`src/hw/rtl/bls_pkg.sv`:
```
`default_nettype none
package bls_pkg;

  localparam int DEPTH  = 1024;
  localparam int ADDR_W = $clog2(DEPTH);
  localparam int DATA_W = 64;
  localparam int MODE_W = 2;
  localparam int STAT_W = 2;
  localparam int POS_W  = 10;
  localparam int SIZE_W = 11;

  localparam logic [MODE_W-1:0] MODE_PUSH  = 2'd0;
  localparam logic [MODE_W-1:0] MODE_POP   = 2'd1;
  localparam logic [MODE_W-1:0] MODE_READ  = 2'd2;
  localparam logic [MODE_W-1:0] MODE_WRITE = 2'd3;

  localparam logic [STAT_W-1:0] ST_OK    = 2'd0;
  localparam logic [STAT_W-1:0] ST_FULL  = 2'd1;
  localparam logic [STAT_W-1:0] ST_EMPTY = 2'd2;
  localparam logic [STAT_W-1:0] ST_RANGE = 2'd3;

  localparam logic [SIZE_W-1:0] CAP_RESET = SIZE_W'(1024);
  localparam logic [SIZE_W-1:0] DEPTH_SZ  = SIZE_W'(DEPTH);

  typedef struct packed {
    logic              en;
    logic              we;
    logic [ADDR_W-1:0] addr;
  } ram_req_t;

  typedef struct packed {
    logic [STAT_W-1:0] status;
    logic [SIZE_W-1:0] size;
    logic              rd;
  } rsp_meta_t;

endpackage
`default_nettype wire

```
`src/hw/rtl/bls_ctrl.sv`:
```
`default_nettype none
module bls_ctrl import bls_pkg::*; (
  input  wire logic              clk,
  input  wire logic              rst,
  input  wire logic              accept,
  input  wire logic [MODE_W-1:0] mode,
  input  wire logic [POS_W-1:0]  position,
  input  wire logic              cfg_we,
  input  wire logic [SIZE_W-1:0] cfg_wdata,
  output ram_req_t               ram_req,
  output rsp_meta_t              meta
);

  logic [SIZE_W-1:0] count;
  logic [SIZE_W-1:0] count_next;
  logic [SIZE_W-1:0] capacity;
  logic [SIZE_W-1:0] lim_eff;
  logic [SIZE_W-1:0] pos_ext;
  logic [SIZE_W-1:0] count_dec;
  ram_req_t          req_raw;
  logic [STAT_W-1:0] status;
  logic              rd;

  always_ff @(posedge clk) begin
    if (rst) begin
      count    <= '0;
      capacity <= CAP_RESET;
    end else begin
      if (cfg_we) begin
        capacity <= cfg_wdata;
      end
      if (accept) begin
        count <= count_next;
      end
    end
  end

  assign lim_eff   = (capacity > DEPTH_SZ) ? DEPTH_SZ : capacity;
  assign pos_ext   = SIZE_W'(position);
  assign count_dec = count - SIZE_W'(1);

  always_comb begin
    count_next = count;
    status     = ST_OK;
    rd         = 1'b0;
    req_raw    = '0;
    unique case (mode)
      MODE_PUSH: begin
        if (count >= lim_eff) begin
          status = ST_FULL;
        end else begin
          req_raw.en   = 1'b1;
          req_raw.we   = 1'b1;
          req_raw.addr = count[ADDR_W-1:0];
          count_next   = count + SIZE_W'(1);
        end
      end
      MODE_POP: begin
        if (count == '0) begin
          status = ST_EMPTY;
        end else begin
          req_raw.en   = 1'b1;
          req_raw.addr = count_dec[ADDR_W-1:0];
          rd           = 1'b1;
          count_next   = count_dec;
        end
      end
      MODE_READ: begin
        if (pos_ext >= count) begin
          status = ST_RANGE;
        end else begin
          req_raw.en   = 1'b1;
          req_raw.addr = ADDR_W'(position);
          rd           = 1'b1;
        end
      end
      MODE_WRITE: begin
        if (pos_ext >= count) begin
          status = ST_RANGE;
        end else begin
          req_raw.en   = 1'b1;
          req_raw.we   = 1'b1;
          req_raw.addr = ADDR_W'(position);
        end
      end
      default: begin
        status = ST_RANGE;
      end
    endcase
  end

  always_comb begin
    ram_req    = req_raw;
    ram_req.en = req_raw.en & accept;
  end

  assign meta.status = status;
  assign meta.size   = count_next;
  assign meta.rd     = rd;

  a_count_bound: assert property (@(posedge clk) disable iff (rst) count <= DEPTH_SZ)
    else $error("Entry count exceeds the stack depth.");

  a_push_grows: assert property (@(posedge clk) disable iff (rst)
    accept && mode == MODE_PUSH && status == ST_OK |=> count == $past(count) + SIZE_W'(1))
    else $error("Accepted push did not grow the stack by one entry.");

  a_pop_shrinks: assert property (@(posedge clk) disable iff (rst)
    accept && mode == MODE_POP && status == ST_OK |=> count == $past(count) - SIZE_W'(1))
    else $error("Accepted pop did not shrink the stack by one entry.");

endmodule
`default_nettype wire

```
`config.mk`:
```
export PLATFORM = sky130hd
export DESIGN_NAME = bls_ctrl
export DESIGN_NICKNAME = d
export VERILOG_FILES = /design/src/hw/rtl/bls_pkg.sv /design/src/hw/rtl/bls_ctrl.sv
export SDC_FILE = /design/constraint.sdc
export NUM_CORES = 1
export LEC_CHECK = 0
export ABC_AREA = 0
export CAP_MARGIN = 20
export CELL_PAD_IN_SITES_DETAIL_PLACEMENT = 1
export CELL_PAD_IN_SITES_GLOBAL_PLACEMENT = 1
export CORE_ASPECT_RATIO = 0.5
export CORE_MARGIN = 1
export CORE_UTILIZATION = 44
export CTS_CLUSTER_DIAMETER = 120
export CTS_CLUSTER_SIZE = 24
export DETAILED_ROUTE_END_ITERATION = 8
export DONT_BUFFER_PORTS = 1
export PLACE_DENSITY = 0.87
export SLEW_MARGIN = 5
export SYNTH_ARGS = -nofsm -noshare
export SYNTH_HDL_FRONTEND = slang
export SYNTH_SLANG_ARGS = --single-unit
```
`constraint.sdc`:
```
create_clock -name clk -period 4 [get_ports clk]
set_input_delay 0.6 -clock clk [delete_from_list [all_inputs] [get_ports clk]]
set_output_delay 0.6 -clock clk [all_outputs]
set_load 0.02 [all_outputs]
```
==> flow_summary.ini <==
[detailed_routing]
drtIter0Drc = 267
drt_first_pass_iters = 5
wire_per_inst_um = 23.8
vias = 3203
drc = 0
finalWirelength_um = 10800
vias_per_cell = 7.02
postRouteAntennaNets = 0

[timing]
fmax_mhz = 266
period_needed_ns = 3.76
clock_skew_ns = 0.0102
grt_setup_unrepaired = no
fin_tns_setup_ns = 0
setup_violations = 0
worst_slack_ns = 0.243
slew_headroom = 0.415
finalHoldViolations = 0
slew_violations = 0
fin_hold_ws_ns = 0.399
finalCritPeriodShare = 0.939
tightest_slew_ns = 0.868

[yosys]
avgSynthCellArea_um2 = 7.39
ys_seq_elements = 22
syn_nets = 425
synth-async-reset-ratio = 0
syn_area_um2 = 2730
synth_area_leaders = dfxtp_1, ha_1, nor2_1
synth_cells = 369
synth_top_area_frac = 0.161
synth_edf_count = 0
synth_area_leader_cell = dfxtp_1
synth.yosys.seq_area_share = 0.161
yosysWarningCount = 0
post_synth_num_cell_types = 63
ys.flop_type = dfxtp_1

[clocking]
ctsResizeCount = 0
cts-root-buf = clkbuf_16
clk_latency_ns = 0.27
postCtsHoldBufs = 0
cts_buffers = 3
h-tree-depth = 1
path_clk_slew_ns = 0.07
numClockSinks = 22
cts_setup_buffers = 0
clockBufferDepth = 2
cts_tree = done

[global_routing]
grt_overflow = 0
grtUsageTotal = 0.337
grt_max_degree = 26
grt_first_pass_wirelength_um = 16800
grt_pass1_vias = 3156
antenna_found_initial = 0

[flow_run]
maxCapViolations = 0

[die]
fp-row-count = 19
initial_core_util = 0.476
core_um2 = 5730
die_w_um = 113
die_y_um = 57.7
io_pins = 53
fp.dieArea_um2 = 6540

[final_layout]
nets = 429
stdcell_area_um2 = 3000
drive_gt1_frac = 0.118
num_antenna_cells = 0
final_util = 0.524
final_cell_mix = nor2_1, nand2_1, ha_1
final_common_cell = nor2_1
syn2layout_area_growth_pct = 10.0

[critical_path]
r2r_slack_ns = 0.86
crit_fanout = 11
critPathLaunchType = flip-flop
worstPathArrival_ns = 3.16
worst_ep_required_time_ns = 3.40
rr_startpoint = capacity[10]
cp-startpoint = capacity[10]
cp-end-kind = primary output
path_class = reg -> out

[pwr]
intPower_mw = 0.604
p_per_area_nw_per_um2 = 344
swShare = 0.415
power_switching_mw = 0.429
pwr-share-clk = 0.281
ir_drop_uv = 161
p_seq_frac = 0.239
leakagePower_nw = 1.23
combPwrFrac = 0.480

[outcome]
status = finished, final reports clean

[worst_hold_path]
hold_path_class = in -> reg
min_from = rst

[placement]
place_hpwl_um = 8270
portBuffers = 0
place.gp.congestion = 0.960
place_ws_ns = 0.554
post_dp_cell_area_um2 = 2900
[per-stage QoR]
| stage | power [mW] | cells |
|---|---|---|
| after CTS | 1.02 | 456 |
| after global placement | 0.708 | 452 |
| after global routing | 1.07 | 456 |
| final | 1.03 | 456 |
| after detailed placement | 0.726 | 452 |
| after floorplan | 0.594 | 369 |
[Yosys cell counts, drive strengths merged (8+ instances only)]
cell type,number
nand3,17
a221o,11
a31oi,11
inv,18
clkbuf,14
nand2,32
ha,29
buf,12
nor2,47
dfxtp,22
nor4,8
a21oi,18
mux2i,10
nor3,17
o21ai,14
[per-layer routing]
metal	wire length, um	vias to the layer above	GRT usage
li1	-	1414	-
met1	4760	1559	0.455
met2	4750	204	0.531
met3	1140	26	0.0910
met4	180	0	0.105
met5	0	-	0
[cell type report]
| class | count | area (um^2) |
|---|---|---|
| inverters | 21 | 78.8 |
| well taps | 84 | 105 |
| clock buffers | 3 | 75.1 |
| repair buffers | 25 | 188 |
| multi-input cells | 300 | 2080 |
| fillers | 719 | 2730 |
| flip-flops and latches | 22 | 440 |
| clock inverters | 1 | 30.0 |
[cell families after synthesis]
kind of cell | count (synthesis) | synth area share
and+or+nand+nor | 153 | 0.286
AOI/OAI and AO/OA | 105 | 0.299
buffers and inverters | 47 | 0.0748
adders and majority gates | 29 | 0.133
DFF | 22 | 0.161
muxes | 10 | 0.0367
xor gates and xnor gates | 3 | 0.00963
[power by group through the flow]
stage | sequential (mW) | combinational [mW] | clock [mW]
6_report | 0.246 | 0.496 | 0.290
5_1_grt | 0.247 | 0.527 | 0.300
4_1_cts | 0.246 | 0.480 | 0.292
3_5_place_dp | 0.250 | 0.475 | 0
3_3_place_gp | 0.250 | 0.459 | 0
2_1_floorplan | 0.244 | 0.350 | 0
[state kept, by name, summed over array words and instances, names as in the netlist]
signal / flops
count: 11
capacity: 11
[path summary, 6_finish.rpt]
path,depth (start not counted),end
worst max-delay path,11,meta[7]
worst max register to register,12,count[0]
worst min-delay path,1,count[2]
worst min register to register,2,capacity[0]
[worst max-delay path, cell delays in order, from the launching register on]
cell      delay (ns)
dfxtp_1         0.32
inv_1           0.24
nand2_1         0.12
ha_1            0.33
a21oi_1         0.15
o21ai_0         0.18
a221oi_4        0.41
nand2_1         0.17
buf_4           0.19
o311a_1         0.34
a221oi_1        0.24
buf_4           0.20
No activity file was read; power rests on OpenSTA's default activity.
